$ cat config.mk
export PLATFORM = sky130hd
export DESIGN_NAME = byte_stuffing_crc8_framer_unit
export DESIGN_NICKNAME = d
export VERILOG_FILES = /design/src/rtl/bsf_pkg.sv /design/src/rtl/bsf_front.sv /design/src/rtl/bsf_fifo.sv /design/src/rtl/bsf_back.sv /design/src/rtl/byte_stuffing_crc8_framer_unit.sv
export SDC_FILE = /design/constraint.sdc
export NUM_CORES = 1
export LEC_CHECK = 0
export BUFFER_PORTS_ARGS = -buffer_cell sky130_fd_sc_hd__buf_2
export CORE_UTILIZATION = 51
export CTS_CLUSTER_DIAMETER = 50
export DETAILED_ROUTE_END_ITERATION = 10
export PLACE_DENSITY_LB_ADDON = 0.2
export SLEW_MARGIN = 20
export SYNTH_ARGS = -nofsm -noshare
export SYNTH_HDL_FRONTEND = slang
export SYNTH_SLANG_ARGS = --single-unit
$ cat constraint.sdc
create_clock -name aclk -period 6.4 [get_ports aclk]
set_input_delay 0 -clock aclk [delete_from_list [all_inputs] [get_ports aclk]]
set_output_delay 0 -clock aclk [all_outputs]
set_load 0.03 [all_outputs]
$ cat src/rtl/bsf_pkg.sv
// Shared types, constants and functions of the byte-stuffing CRC-8 framer.
// Used by bsf_front, bsf_fifo, bsf_back and byte_stuffing_crc8_framer_unit.
// Depends on nothing else.
package bsf_pkg;

    // Widths of the byte path and of the configuration index.
    localparam int DataW     = 8;
    localparam int CfgIdxW   = 3;

    // One input item expands into at most five output bytes.
    localparam int MaxBytes  = 5;
    localparam int CntW      = $clog2(MaxBytes + 1);

    // Command queue between the front and back parts.
    localparam int FifoDepth = 4;
    localparam int FifoAw    = $clog2(FifoDepth);

    // Reset values of the configuration registers.
    localparam logic [DataW-1:0] StartReset     = 8'd126;
    localparam logic [DataW-1:0] EscapeReset    = 8'd125;
    localparam logic [DataW-1:0] StartCodeReset = 8'd94;
    localparam logic [DataW-1:0] EscCodeReset   = 8'd93;
    localparam logic [DataW-1:0] PolyReset      = 8'd213;

    // Configuration register indexes.
    typedef enum logic [CfgIdxW-1:0] {
        REG_START      = 3'd0,
        REG_ESCAPE     = 3'd1,
        REG_START_CODE = 3'd2,
        REG_ESC_CODE   = 3'd3,
        REG_POLY       = 3'd4
    } cfg_reg_t;

    // Current configuration as seen by the front part.
    typedef struct packed {
        logic [DataW-1:0] start_byte;
        logic [DataW-1:0] escape_byte;
        logic [DataW-1:0] start_code;
        logic [DataW-1:0] escape_code;
        logic [DataW-1:0] poly;
    } cfg_t;

    // One queued command: the finished output bytes of one input item.
    typedef struct packed {
        logic [MaxBytes-1:0][DataW-1:0] bytes;
        logic [CntW-1:0]                count;
        logic                           frame_end;
    } item_t;

    // Result of escaping one byte: one or two output bytes.
    typedef struct packed {
        logic [1:0][DataW-1:0] bytes;
        logic                  two;
    } esc_t;

    // Bitwise MSB-first CRC-8 over one byte, no final xor.
    function automatic logic [DataW-1:0] crc8_fold(input logic [DataW-1:0] crc,
                                                   input logic [DataW-1:0] b,
                                                   input logic [DataW-1:0] poly);
        logic [DataW-1:0] v;
        v = crc ^ b;
        for (int k = 0; k < DataW; k++) begin
            if (v[DataW-1]) begin
                v = {v[DataW-2:0], 1'b0} ^ poly;
            end else begin
                v = {v[DataW-2:0], 1'b0};
            end
        end
        return v;
    endfunction

    // Escape one byte; the start substitution wins when start equals escape.
    function automatic esc_t escape_byte_fn(input logic [DataW-1:0] b,
                                            input cfg_t cfg);
        esc_t e;
        if (b == cfg.start_byte) begin
            e.bytes[0] = cfg.escape_byte;
            e.bytes[1] = cfg.start_code;
            e.two      = 1'b1;
        end else if (b == cfg.escape_byte) begin
            e.bytes[0] = cfg.escape_byte;
            e.bytes[1] = cfg.escape_code;
            e.two      = 1'b1;
        end else begin
            e.bytes[0] = b;
            e.bytes[1] = '0;
            e.two      = 1'b0;
        end
        return e;
    endfunction

endpackage

$ cat src/rtl/bsf_front.sv
// Front part of the framer: accepts input transactions, runs the CRC and
// turns each item into a command of up to five finished output bytes.
// Depends on bsf_pkg.
module bsf_front (
    input  logic                         aclk,
    input  logic                         aresetn,
    input  bsf_pkg::cfg_t                cfg,
    input  logic                         s_axis_tvalid,
    output logic                         s_axis_tready,
    input  logic [bsf_pkg::DataW-1:0]    s_axis_tdata,  // [7:0] data_byte
    input  logic                         s_axis_tuser,  // [0] starts_message
    input  logic                         s_axis_tlast,  // ends_message
    input  logic                         fifo_full,
    output logic                         push,
    output bsf_pkg::item_t               push_item
);

    logic [bsf_pkg::DataW-1:0] crc_reg;
    logic [bsf_pkg::DataW-1:0] crc_next;
    logic [bsf_pkg::DataW-1:0] crc_seed;
    logic [bsf_pkg::DataW-1:0] crc_new;
    bsf_pkg::esc_t             data_esc;
    bsf_pkg::esc_t             crc_esc;
    logic [bsf_pkg::CntW-1:0]  pos;

    // Accept whenever the command queue has room.
    assign s_axis_tready = !fifo_full;
    assign push          = s_axis_tvalid && s_axis_tready;

    // Checksum of the message so far, including this byte.
    assign crc_seed = s_axis_tuser ? '0 : crc_reg;
    assign crc_new  = bsf_pkg::crc8_fold(crc_seed, s_axis_tdata, cfg.poly);
    assign data_esc = bsf_pkg::escape_byte_fn(s_axis_tdata, cfg);
    assign crc_esc  = bsf_pkg::escape_byte_fn(crc_new, cfg);

    // Lay out start byte, escaped data and escaped checksum in order.
    always_comb begin
        push_item = '0;
        pos       = '0;
        if (s_axis_tuser) begin
            push_item.bytes[0] = cfg.start_byte;
            pos                = bsf_pkg::CntW'(1);
        end
        push_item.bytes[pos] = data_esc.bytes[0];
        if (data_esc.two) begin
            push_item.bytes[pos + bsf_pkg::CntW'(1)] = data_esc.bytes[1];
            pos = pos + bsf_pkg::CntW'(2);
        end else begin
            pos = pos + bsf_pkg::CntW'(1);
        end
        if (s_axis_tlast) begin
            push_item.bytes[pos] = crc_esc.bytes[0];
            if (crc_esc.two) begin
                push_item.bytes[pos + bsf_pkg::CntW'(1)] = crc_esc.bytes[1];
                pos = pos + bsf_pkg::CntW'(2);
            end else begin
                pos = pos + bsf_pkg::CntW'(1);
            end
        end
        push_item.count     = pos;
        push_item.frame_end = s_axis_tlast;
    end

    // The checksum clears once it has been appended.
    always_comb begin
        crc_next = crc_reg;
        if (push) begin
            crc_next = s_axis_tlast ? '0 : crc_new;
        end
    end

    always_ff @(posedge aclk) begin
        if (!aresetn) begin
            crc_reg <= '0;
        end else begin
            crc_reg <= crc_next;
        end
    end

    // A closed message leaves a zero checksum behind.
    assert property (@(posedge aclk) disable iff (!aresetn)
        push && s_axis_tlast |=> crc_reg == '0)
        else $error("bsf_front: checksum not cleared after end of message");

endmodule

$ cat src/rtl/bsf_fifo.sv
// Command queue between the front and back parts of the framer.
// Holds finished commands so that both sides can stall on their own.
// Depends on bsf_pkg.
module bsf_fifo (
    input  logic           aclk,
    input  logic           aresetn,
    input  logic           push,
    input  bsf_pkg::item_t push_item,
    output logic           full,
    input  logic           pop,
    output bsf_pkg::item_t head,
    output logic           not_empty
);

    localparam logic [bsf_pkg::FifoAw:0] DepthVal = (bsf_pkg::FifoAw + 1)'(bsf_pkg::FifoDepth);

    bsf_pkg::item_t              mem [bsf_pkg::FifoDepth];
    logic [bsf_pkg::FifoAw-1:0]  wr_ptr_reg, wr_ptr_next;
    logic [bsf_pkg::FifoAw-1:0]  rd_ptr_reg, rd_ptr_next;
    logic [bsf_pkg::FifoAw:0]    count_reg, count_next;

    assign full      = count_reg == DepthVal;
    assign not_empty = count_reg != '0;
    assign head      = mem[rd_ptr_reg];

    // Pointer and fill-count update.
    always_comb begin
        wr_ptr_next = wr_ptr_reg;
        rd_ptr_next = rd_ptr_reg;
        count_next  = count_reg;
        if (push) begin
            wr_ptr_next = wr_ptr_reg + bsf_pkg::FifoAw'(1);
        end
        if (pop) begin
            rd_ptr_next = rd_ptr_reg + bsf_pkg::FifoAw'(1);
        end
        if (push && !pop) begin
            count_next = count_reg + (bsf_pkg::FifoAw + 1)'(1);
        end else if (pop && !push) begin
            count_next = count_reg - (bsf_pkg::FifoAw + 1)'(1);
        end
    end

    always_ff @(posedge aclk) begin
        if (!aresetn) begin
            wr_ptr_reg <= '0;
            rd_ptr_reg <= '0;
            count_reg  <= '0;
        end else begin
            wr_ptr_reg <= wr_ptr_next;
            rd_ptr_reg <= rd_ptr_next;
            count_reg  <= count_next;
        end
    end

    // Storage needs no reset.
    always_ff @(posedge aclk) begin
        if (push) begin
            mem[wr_ptr_reg] <= push_item;
        end
    end

    // The front never writes into a full queue, the back never reads an empty one.
    assert property (@(posedge aclk) disable iff (!aresetn) push |-> !full)
        else $error("bsf_fifo: write while full");
    assert property (@(posedge aclk) disable iff (!aresetn) pop |-> not_empty)
        else $error("bsf_fifo: read while empty");

endmodule

$ cat src/rtl/bsf_back.sv
// Back part of the framer: walks the bytes of the head command, one byte per
// clock unless stalled, into a registered output stage. Depends on bsf_pkg.
module bsf_back (
    input  logic                       aclk,
    input  logic                       aresetn,
    input  bsf_pkg::item_t             head,
    input  logic                       head_valid,
    output logic                       pop,
    output logic                       m_axis_tvalid,
    input  logic                       m_axis_tready,
    output logic [bsf_pkg::DataW-1:0]  m_axis_tdata,  // [7:0] out_byte
    output logic                       m_axis_tuser,  // [0] frame_done
    output logic                       m_axis_tlast   // last_of_run
);

    logic [bsf_pkg::CntW-1:0]  idx_reg, idx_next;
    logic                      valid_reg, valid_next;
    logic [bsf_pkg::DataW-1:0] data_reg, data_next;
    logic                      user_reg, user_next;
    logic                      last_reg, last_next;
    logic                      load;
    logic                      at_end;

    // Refill the output stage whenever it is empty or being taken.
    assign load   = head_valid && (!valid_reg || m_axis_tready);
    assign at_end = idx_reg == (head.count - bsf_pkg::CntW'(1));
    assign pop    = load && at_end;

    always_comb begin
        idx_next   = idx_reg;
        valid_next = valid_reg;
        data_next  = data_reg;
        user_next  = user_reg;
        last_next  = last_reg;
        if (load) begin
            valid_next = 1'b1;
            data_next  = head.bytes[idx_reg];
            last_next  = at_end;
            user_next  = at_end && head.frame_end;
            idx_next   = at_end ? '0 : idx_reg + bsf_pkg::CntW'(1);
        end else if (m_axis_tready) begin
            valid_next = 1'b0;
        end
    end

    always_ff @(posedge aclk) begin
        if (!aresetn) begin
            idx_reg   <= '0;
            valid_reg <= 1'b0;
        end else begin
            idx_reg   <= idx_next;
            valid_reg <= valid_next;
        end
    end

    // Output payload needs no reset.
    always_ff @(posedge aclk) begin
        data_reg <= data_next;
        user_reg <= user_next;
        last_reg <= last_next;
    end

    assign m_axis_tvalid = valid_reg;
    assign m_axis_tdata  = data_reg;
    assign m_axis_tuser  = user_reg;
    assign m_axis_tlast  = last_reg;

    // The byte index stays inside the head command and rests at zero when idle.
    assert property (@(posedge aclk) disable iff (!aresetn)
        head_valid |-> idx_reg < head.count)
        else $error("bsf_back: byte index beyond command length");
    assert property (@(posedge aclk) disable iff (!aresetn)
        !head_valid |-> idx_reg == '0)
        else $error("bsf_back: byte index not reset with empty queue");

endmodule

$ cat src/rtl/byte_stuffing_crc8_framer_unit.sv
// Byte-stuffing framer with CRC-8: top level with the configuration registers.
// Instantiates bsf_front, bsf_fifo and bsf_back; depends on bsf_pkg.
//
// Each input transaction carries one message byte; tuser marks the message
// identifier and tlast the last byte. The block emits a start byte before the
// identifier, escapes start and escape bytes, and appends the escaped CRC-8
// after the last byte. One input transaction yields one to five output
// transactions; the output stage sends one byte per clock unless the output
// is stalled. A four-entry command queue lets the input side keep accepting
// one item per clock, as long as the queue has room, while earlier items are
// still being sent. Configuration is written through cfg_valid, cfg_index and
// cfg_data; the user must write it only while the block is idle, which the
// block itself does not enforce.
module byte_stuffing_crc8_framer_unit (
    input  logic                          aclk,
    input  logic                          aresetn,
    // Configuration write channel.
    input  logic                          cfg_valid,
    output logic                          cfg_ready,
    input  logic [bsf_pkg::CfgIdxW-1:0]   cfg_index,
    input  logic [bsf_pkg::DataW-1:0]     cfg_data,
    // Input stream.
    input  logic                          s_axis_tvalid,
    output logic                          s_axis_tready,
    input  logic [bsf_pkg::DataW-1:0]     s_axis_tdata,  // [7:0] data_byte
    input  logic                          s_axis_tuser,  // [0] starts_message
    input  logic                          s_axis_tlast,  // ends_message
    // Output stream.
    output logic                          m_axis_tvalid,
    input  logic                          m_axis_tready,
    output logic [bsf_pkg::DataW-1:0]     m_axis_tdata,  // [7:0] out_byte
    output logic                          m_axis_tuser,  // [0] frame_done
    output logic                          m_axis_tlast   // last_of_run
);

    bsf_pkg::cfg_t  cfg_reg, cfg_next;
    bsf_pkg::item_t push_item;
    bsf_pkg::item_t head;
    logic           push;
    logic           fifo_full;
    logic           pop;
    logic           not_empty;

    // Configuration writes are always taken.
    assign cfg_ready = 1'b1;

    always_comb begin
        cfg_next = cfg_reg;
        if (cfg_valid && cfg_ready) begin
            unique case (bsf_pkg::cfg_reg_t'(cfg_index))
                bsf_pkg::REG_START:      cfg_next.start_byte  = cfg_data;
                bsf_pkg::REG_ESCAPE:     cfg_next.escape_byte = cfg_data;
                bsf_pkg::REG_START_CODE: cfg_next.start_code  = cfg_data;
                bsf_pkg::REG_ESC_CODE:   cfg_next.escape_code = cfg_data;
                bsf_pkg::REG_POLY:       cfg_next.poly        = cfg_data;
                default:                 cfg_next = cfg_reg;
            endcase
        end
    end

    always_ff @(posedge aclk) begin
        if (!aresetn) begin
            cfg_reg.start_byte  <= bsf_pkg::StartReset;
            cfg_reg.escape_byte <= bsf_pkg::EscapeReset;
            cfg_reg.start_code  <= bsf_pkg::StartCodeReset;
            cfg_reg.escape_code <= bsf_pkg::EscCodeReset;
            cfg_reg.poly        <= bsf_pkg::PolyReset;
        end else begin
            cfg_reg <= cfg_next;
        end
    end

    // Front: accept and build commands.
    bsf_front u_front (
        .aclk          (aclk),
        .aresetn       (aresetn),
        .cfg           (cfg_reg),
        .s_axis_tvalid (s_axis_tvalid),
        .s_axis_tready (s_axis_tready),
        .s_axis_tdata  (s_axis_tdata),
        .s_axis_tuser  (s_axis_tuser),
        .s_axis_tlast  (s_axis_tlast),
        .fifo_full     (fifo_full),
        .push          (push),
        .push_item     (push_item)
    );

    // Command queue.
    bsf_fifo u_fifo (
        .aclk      (aclk),
        .aresetn   (aresetn),
        .push      (push),
        .push_item (push_item),
        .full      (fifo_full),
        .pop       (pop),
        .head      (head),
        .not_empty (not_empty)
    );

    // Back: serialize bytes to the output stream.
    bsf_back u_back (
        .aclk          (aclk),
        .aresetn       (aresetn),
        .head          (head),
        .head_valid    (not_empty),
        .pop           (pop),
        .m_axis_tvalid (m_axis_tvalid),
        .m_axis_tready (m_axis_tready),
        .m_axis_tdata  (m_axis_tdata),
        .m_axis_tuser  (m_axis_tuser),
        .m_axis_tlast  (m_axis_tlast)
    );

endmodule

==> results.cfg, run 1 <==
[die]
dieArea_mm2 = 0.0287
initial_core_util_pct = 52.5
io-pin-count = 39
die_h_um = 169
rows = 60
die_w_um = 169
coreArea_mm2 = 0.0273

[layout]
syn2layout_area_growth_pct = 16.4
postLayoutCoreUtil_pct = 61.1
fin_area_mm2 = 0.0166
finalNonFillerCells = 1790
n_antenna_cell = 0
drive_above_1_share_pct = 22.4
largest_reg_flops = 176
mostFrequentLayoutCells = edfxtp_1 (186), nand2_1 (169), buf_4 (98), nor2_1 (80), dfxtp_1 (58)
finalNetCount = 1434
layout_commonest_cell = edfxtp_1

[placement]
place.gp.congestion = 0.943
place_inst = 1709
dp_hpwl_mm = 27.3
io_buffer_count = 37
dp_slack_ns = -0.0271
postPlaceCellArea_mm2 = 0.0152

[worst_setup_path]
critPathCapture = u_fifo.mem[2][24]$_DFFE_PP_
slowest_delay_ns = 0.63
crit_arrival_ns = 6.57
crit_path_start = u_front.crc_reg[5]$_SDFFE_PN0P_
reg2reg_slack_ns = 0.1
crit_slowest_cell = o22ai_1
critPathKind = reg2reg
critPathLaunchType = register
r2r_start = u_front.crc_reg[5]$_SDFFE_PN0P_
r2r-end = u_fifo.mem[2][24]$_DFFE_PP_
crit_cells = 18
crit_family = compound AO/OA/AOI/OAI gates
reg2regPathDepth = 18
worstPathMaxFanout = 7
critPathRequiredTime_ns = 6.67
critPathBufInv = 1
end_kind = register
worstPathCellList = or4b_4 > a21o_2 > and3_1 > or4_1 > and4_1 > o22ai_1 > nand4_1 > a2111oi_0 > a31oi_1 > o211ai_1 > xnor2_1 > xnor3_1 > nor2_2 > buf_4 > nand2_2 > mux2_2 > a221o_1 > a32o_1

[logic_synthesis]
yosysWarningCount = 0
synthMuxAreaShare_pct = 10.7
yosys.area_share.simple_pct = 14.9
synth-edff-count = 186
syn_nets = 1341
synth_fa_ha_area_share_pct = 0.928
synthArstFlopShare_pct = 0
ys_seq_area_share_pct = 47.6
synth_compound_area_share_pct = 15.5
syn_inst = 1305
synth_ff_type = edfxtp_1
syn_avg_cell_area_um2 = 11.0
synth_top_family_by_area = compound AO/OA/AOI/OAI gates
synthDistinctLibCells = 102
ys_ff_latch = 247
synth-xor-area-share_pct = 6.87
netlist_area_mm2 = 0.0143

[grt]
grt.overflow.total = 0
grt_max_degree = 59
grt_first_pass_wirelength_mm = 60.0
antenna_found_initial = 0
grt.total_usage_pct = 27.2
grt_pass1_vias = 10500

[timing]
finalCritPeriodShare_pct = 98.4
slew_violations = 0
worst_slew_pin_slew_ns = 0.965
layout_setup_ws_ns = 0.0999
hold_viol_final = 0
fmax_mhz = 159
maxSlewHeadroom_pct = 35.7
whs_ns = 0.0836
setup_violations = 0
fin_setup_tns_ns = 0
finalClockSkew_ns = 0.0189
min_period_ns = 6.30

[drt]
wirelength_mm = 39.0
first_pass_iters = 6
drc = 0
vias = 11100
ant_nets = 0
wire_per_inst_um = 21.8
viasPerCell = 6.23
drtIter0Drc = 1209

[clock_network]
cts_tree = done
cts_max_path_buffers = 3
cts_buffers = 26
cts.sinks = 247
htreeDepth = 1
clk_pin_slew_worst_paths_ns = 0.06
ctsRootBufferMaster = clkbuf_16
clk_latency_ns = 0.54

[job]
cap_viol_max_count = 0

[pwr]
switching_power_mw = 3.91
combPwrFrac_pct = 60.3
ir_drop_uv = 431
p_per_area_mw_per_mm2 = 577
p_total_mw = 9.61
p_clk_share_pct = 16.1
power_leakage_nw = 6.01
p_sw_share_pct = 40.7
internal_power_mw = 5.69
pwr-share-seq_pct = 23.6

[run_status]
status = finished clean

[hold_path]
hold_path_class = in2reg
[power by group through the flow]
stage | registers (mW) | logic, mW | clock network (mW)
final | 2.27 | 5.79 | 1.55
after floorplan | 2.32 | 3.46 | 0
after global placement | 2.29 | 5.09 | 0
after detailed placement | 2.30 | 5.13 | 0
after global routing | 2.29 | 6.17 | 1.63
after CTS | 2.27 | 5.19 | 1.57
[routing by layer]
metal	up-vias	share of wire, %	wire length (µm)	track usage (%)
met5	-	0	0	0
met4	0	2.8	1090	8.07
li1	5121	-	-	-
met1	5461	45	17600	39.6
met2	476	45	17600	42.4
met3	90	7.0	2720	3.57
[what timing repair did]
action / CTS / global route
pin swaps: 0 / 12
buffers inserted: 0 / 17
gates cloned: 0 / 1
hold buffers: 15 / 0
endpoints found under the hold margin: 45 / 0
gates resized for setup: 6 / 48
setup endpoints to repair: 71 / 172
[synthesized netlist by cell type, drive strengths merged (21+ instances only)]
library cell / instances / share of area [%]
edfxtp: 186 / 39
nand2: 173 / 4.6
nor2: 83 / 2.2
dfxtp: 61 / 8.5
clkbuf: 59 / 1.6
xnor2: 56 / 3.4
a21oi: 55 / 2.0
nand3: 50 / 1.8
o21ai: 45 / 1.6
mux4: 44 / 6.9
mux2i: 35 / 2.5
buf: 29 / 1.2
inv: 26 / 0.68
xor2: 22 / 1.5
o211ai: 21 / 1.1
[logic make-up (layout without fill, tap and decap cells)]
group / Yosys count / count (layout)
AOI/OAI and AO/OA: 304 / 305
xor gates and xnor gates: 90 / 90
adders and majority gates: 10 / 10
buffers and inverters: 117 / 229
DFF: 247 / 247
muxes: 95 / 95
other: 1 / 1
and+or+nand+nor: 441 / 441
[worst min-delay path by stage]
stage             startpoint                                end  slack [ns]  cells after the start
2_1_floorplan   s_axis_tlast         u_fifo.mem[0][0]$_DFFE_PP_         0.1                      0
3_3_place_gp   m_axis_tready  u_back.m_axis_tvalid$_SDFFE_PN0P_        0.29                      4
3_5_place_dp   m_axis_tready  u_back.m_axis_tvalid$_SDFFE_PN0P_        0.30                      4
4_1_cts              aresetn            cfg_reg[0]$_SDFFE_PN1P_        0.08                      2
5_1_grt              aresetn           cfg_reg[24]$_SDFFE_PN1P_        0.13                      2
6_report             aresetn            cfg_reg[0]$_SDFFE_PN1P_        0.08                      2
[final cells by class]
class                           instances  area, µm²
Multi-Input combinational cell        942       7250
Clock inverter                         11        161
Tap cell                              372        465
Inverter                               29        109
Fill cell                            2253      10600
Timing Repair Buffer                  152       1100
Clock buffer                           37        733
Sequential cell                       247       6810
(Power assumes the default switching activity.)
==> run 2: changes to the inputs <==
- ABC_AREA: default -> 1
==> run 2 against run 1 <==
Synthesized cell count grew 18%. Setup slack gained 1.1 ns. Count of clock-buffer cells in the layout rose by 2. Via count is 2.3% lower. Area after synthesis decreased by 7.0%. First-iteration DRC count decreased by 12%. Maximum frequency increased by 21%. Largest cell class is now flip-flops and latches. Non-clock buffer count is 81 lower. Flip-flop and latch count unchanged. Core utilization shrank 3.0 points. Critical path depth grew 11.
==> results.cfg, run 2 <==
[layout]
syn2layout_area_growth_pct = 10.9
largest_reg_flops = 176
finalNetCount = 1597
drive_above_1_share_pct = 12.4
postLayoutCoreUtil_pct = 58.0
mostFrequentLayoutCells = nand2_1 (352), edfxtp_1 (186), nor2_1 (159), o21ai_0 (143), nand3_1 (140)
layout_commonest_cell = nand2_1

[job]
cap_viol_max_count = 0

[timing]
slew_violations = 0
hold_viol_final = 0
fmax_mhz = 193
min_period_ns = 5.19
finalClockSkew_ns = 0.00823
fin_setup_tns_ns = 0
maxSlewHeadroom_pct = 41.4
finalCritPeriodShare_pct = 81.0
setup_violations = 0
worst_slew_pin_slew_ns = 0.879
rsz0062_at_grt = false

[logic_synthesis]
yosysMostFrequentCell = nand2_1
yosysWarningCount = 0
ys_seq_area_share_pct = 51.2
syn_avg_cell_area_um2 = 8.66
syn_inst = 1535
netlist_area_mm2 = 0.0133
synth-edff-count = 186
ys_ff_latch = 247
netlist.area_leader.share_pct = 42.0
synth_ff_type = edfxtp_1
synthTopCellsByArea = edfxtp_1 (42%), nand2_1 (9.9%), dfxtp_1 (9.2%), o21ai_0 (5.4%), nand3_1 (5.3%)
yosys.area.top_type = edfxtp_1
syn_nets = 1571
synthArstFlopShare_pct = 0
synthDistinctLibCells = 51
ys_top_cells_by_count = nand2_1 (352), edfxtp_1 (186), nor2_1 (163)

[clock_network]
clk_latency_ns = 0.51
cts_resized = 0
clk_pin_slew_worst_paths_ns = 0.06
cts.sinks = 247
hold_buffers = 18
cts_setup_buffers = 0
cts_tree = done
cts_max_path_buffers = 3
ctsRootBufferMaster = clkbuf_16
htreeDepth = 1
cts_buffers = 27

[worst_setup_path]
crit_cells = 29
critPathCapture = u_fifo.mem[0][32]$_DFFE_PP_
crit_family = simple AND/OR/NAND/NOR gates
critPathLaunchType = register
crit_arrival_ns = 5.46
reg2reg_slack_ns = 1.21
crit_path_start = cfg_reg[7]$_SDFFE_PN1P_
r2r-end = u_fifo.mem[0][32]$_DFFE_PP_
critPathBufInv = 4
slowest_delay_ns = 0.41
critPathRequiredTime_ns = 6.67
end_kind = register
worstPathMaxFanout = 22
r2r_start = cfg_reg[7]$_SDFFE_PN1P_
critPathKind = reg2reg
crit_slowest_cell = nor2_2
reg2regPathDepth = 29

[hold_path]
hold_path_class = in2reg
hp-start = aresetn

[grt]
antenna_found_initial = 1
grt_max_degree = 89
met3_usage_pct = 3.38
globalRouteMet2Util_pct = 45.6
grt_use_met1_pct = 36.2
grt.total_usage_pct = 26.8
grt_pass1_vias = 10100
grt_first_pass_wirelength_mm = 55.6
grt.overflow.total = 0
busiest_layer = met2

[die]
dieArea_mm2 = 0.0267
die_h_um = 163
io-pin-count = 39
initial_core_util_pct = 52.3
rows = 58
coreArea_mm2 = 0.0254
die_w_um = 163

[placement]
io_buffer_count = 37
dp_hpwl_mm = 24.1
place.gp.congestion = 0.944

[run_status]
status = finished clean

[drt]
drc = 0
ant_nets = 0
wire_per_inst_um = 18.6
vias = 10900
wirelength_mm = 35.5
drtIter0Drc = 1062
viasPerCell = 5.70
first_pass_iters = 6
## run 2: worst min-delay path by stage
stage	endpoint	slack (ns)	depth (start not counted)
after floorplan	u_fifo.mem[0][0]$_DFFE_PP_	0.1	0
after global placement	cfg_reg[7]$_SDFFE_PN1P_	0.29	3
after detailed placement	cfg_reg[7]$_SDFFE_PN1P_	0.29	3
after CTS	cfg_reg[6]$_SDFFE_PN1P_	0.1	2
after global routing	cfg_reg[6]$_SDFFE_PN1P_	0.14	2
final	cfg_reg[6]$_SDFFE_PN1P_	0.11	2
## run 2: layout make-up
cell class / count / area [µm²]
antenna: 1 / 2.50
fill: 2252 / 10700
timing repair buffer: 71 / 485
multi-input combinational: 1091 / 5690
inverter: 123 / 468
tap: 330 / 413
sequential: 247 / 6810
clock buffer: 39 / 764
clock inverter: 10 / 103
## run 2: kinds of logic after synthesis
logic type / Yosys count / share of synthesized area [%]
flops: 247 / 51.2
buf+inv: 197 / 6.19
simple gates: 757 / 26.4
other cells: 1 / 0.0282
compound gates: 277 / 11.9
fa+ha+maj: 10 / 0.998
xor+xnor: 46 / 3.29
## run 2: stage by stage
stage / std cells / hold WS, ns / setup slack (ns) / cell area [µm²]
floorplan: 1535 / 0.0989 / 2.62 / 13300
global placement: 1844 / 0.291 / 1.36 / 13700
detailed placement: 1844 / 0.293 / 1.20 / 13700
CTS: 1911 / 0.0988 / 1.28 / 14700
global route: 1911 / 0.136 / 0.724 / 14700
finish: 1912 / 0.110 / 1.21 / 14700
## run 2: layer usage
layer  routed length (µm)  vias up
met3                 2280       55
met4                  690        0
met5                    0        -
met2                17200      382
li1                     -     5282
met1                15400     5178
Power of run 2 is not shown: default switching activity piles up to over one toggle a cycle in this logic, so the estimate is an artifact.
==> run 3: changes to the inputs <==
- clock period: 6.4 -> 4.6 ns (I/O delays scaled with it)
==> run 3 against run 2 <==
Final cell count rose by 2.5%. Setup slack got worse by 1.1 ns. Global-route usage rose by 0.41 points. Core utilization rose by 3.3 points. Count of clock-buffer cells in the layout fell by 4. Worst hold slack got worse by 0.087 ns. Final area rose by 5.7%. Non-clock buffer count rose by 40. Flip-flop and latch count did not move. Largest cell class unchanged.
==> results.cfg, run 3 (synthesized netlist as in run 2, its figures left out) <==
[layout]
n_antenna_cell = 0
largest_reg_flops = 176
mostFrequentLayoutCells = nand2_1 (316), edfxtp_1 (186), nor2_1 (148), o21ai_0 (140), nand3_1 (134)
syn2layout_area_growth_pct = 17.2
fin_area_mm2 = 0.0156
finalNetCount = 1643
drive_above_1_share_pct = 19.4
layout_commonest_cell = nand2_1

[grt]
grt_first_pass_wirelength_mm = 56.4
grt_pass1_vias = 10300
grt.total_usage_pct = 27.2
antenna_found_initial = 0
grt_max_degree = 83
grt.overflow.total = 0

[drt]
wire_per_inst_um = 18.8
vias = 11300
drtIter0Drc = 1240
drc = 0
ant_nets = 0
viasPerCell = 5.74
first_pass_iters = 6
wirelength_mm = 36.7

[placement]
place.gp.congestion = 0.945
postPlaceCellArea_mm2 = 0.0139
io_buffer_count = 37
dp_hpwl_mm = 24.6

[timing]
finalClockSkew_ns = 0.0189
slew_violations = 0
fin_setup_tns_ns = 0
finalCritPeriodShare_pct = 97.4
setup_violations = 0
fmax_mhz = 223
worst_slew_pin_slew_ns = 0.948
hold_viol_final = 0
rsz0062_at_grt = true
min_period_ns = 4.48
maxSlewHeadroom_pct = 36.4

[clock_network]
clk_latency_ns = 0.54
cts_max_path_buffers = 3
clk_pin_slew_worst_paths_ns = 0.06
htreeDepth = 1
cts_tree = done
cts.sinks = 247
ctsRootBufferMaster = clkbuf_16
cts_buffers = 29

[die]
rows = 58
die_w_um = 163
dieArea_mm2 = 0.0267
die_h_um = 163
initial_core_util_pct = 52.3
coreArea_mm2 = 0.0254
io-pin-count = 39

[worst_setup_path]
crit_family = simple AND/OR/NAND/NOR gates
critPathLaunchType = register
end_kind = register
critPathKind = reg2reg
critPathBufInv = 4
worstPathMaxFanout = 7
slowest_delay_ns = 0.36
crit_arrival_ns = 4.80
cpMostUsedCell = nand2_2
critPathRequiredTime_ns = 4.92
crit_slowest_cell = dfxtp_4

[run_status]
status = finished clean

[job]
cap_viol_max_count = 0

[hold_path]
hold_path_class = in2reg
==> run 3: cell types whose count changed in the layout (fill, tap and decap cells not counted), sizes merged, moves of 2 or more <==
cell	change
dlygate4sd3	-2
clkinvlp	+5
buf	+42
nand2	+3
clkbuf	-4
==> run 3: final cells by class <==
type / count / area, µm²
clock buffers: 35 / 758
well taps: 330 / 413
inverters: 123 / 475
multi-input cells: 1095 / 6140
repair buffers: 111 / 808
fillers: 2173 / 9820
clock inverters: 18 / 171
flip-flops and latches: 247 / 6810
==> run 3: final timing paths <==
path	start	endpoint	slack [ns]	cells after the start
worst max-delay path	u_front.crc_reg[7]$_SDFFE_PN0P_	u_fifo.mem[3][31]$_DFFE_PP_	0.12	33
worst min-delay path	cfg_valid	cfg_reg[1]$_SDFFE_PN0P_	0.02	3
worst max register to register	u_front.crc_reg[7]$_SDFFE_PN0P_	u_fifo.mem[3][31]$_DFFE_PP_	0.12	33
worst min register to register	u_fifo.rd_ptr_reg[0]$_SDFFE_PN0P_	register	0.47	2
==> run 3: per-stage QoR <==
stage	util (%)	hold WS, ns	setup WS [ns]	std cells
floorplan	-	0.0989	0.818	1535
global placement	54.7	0.301	0.131	1870
detailed placement	54.7	0.304	0.0170	1870
CTS	59.0	0.0155	0.00538	1939
global route	61.3	0.0613	-0.147	1959
finish	61.3	0.0223	0.121	1959
==> run 3: worst min-delay path, stage by stage <==
cell     delay [ns]
buf_2          0.10
nand3_1        0.28
a21oi_1        0.12
==> run 3: what timing repair did <==
| action | in CTS | in global routing |
|---|---|---|
| pin swaps | 0 | 30 |
| cloned | 0 | 4 |
| hold endpoints to repair | 44 | 0 |
| endpoints found under the setup margin | 12 | 172 |
| setup buffers | 0 | 16 |
| resized for setup | 3 | 108 |
| hold buffers | 16 | 0 |
==> run 3: metal layers <==
metal	GRT usage, %	vias to the layer above	share of wire (%)
met2	45.4	487	48
met5	0	-	0
li1	-	5390	-
met3	2.79	69	7.4
met4	7.69	0	2.6
met1	37.5	5307	42
Power of run 3 is left out for the same reason.
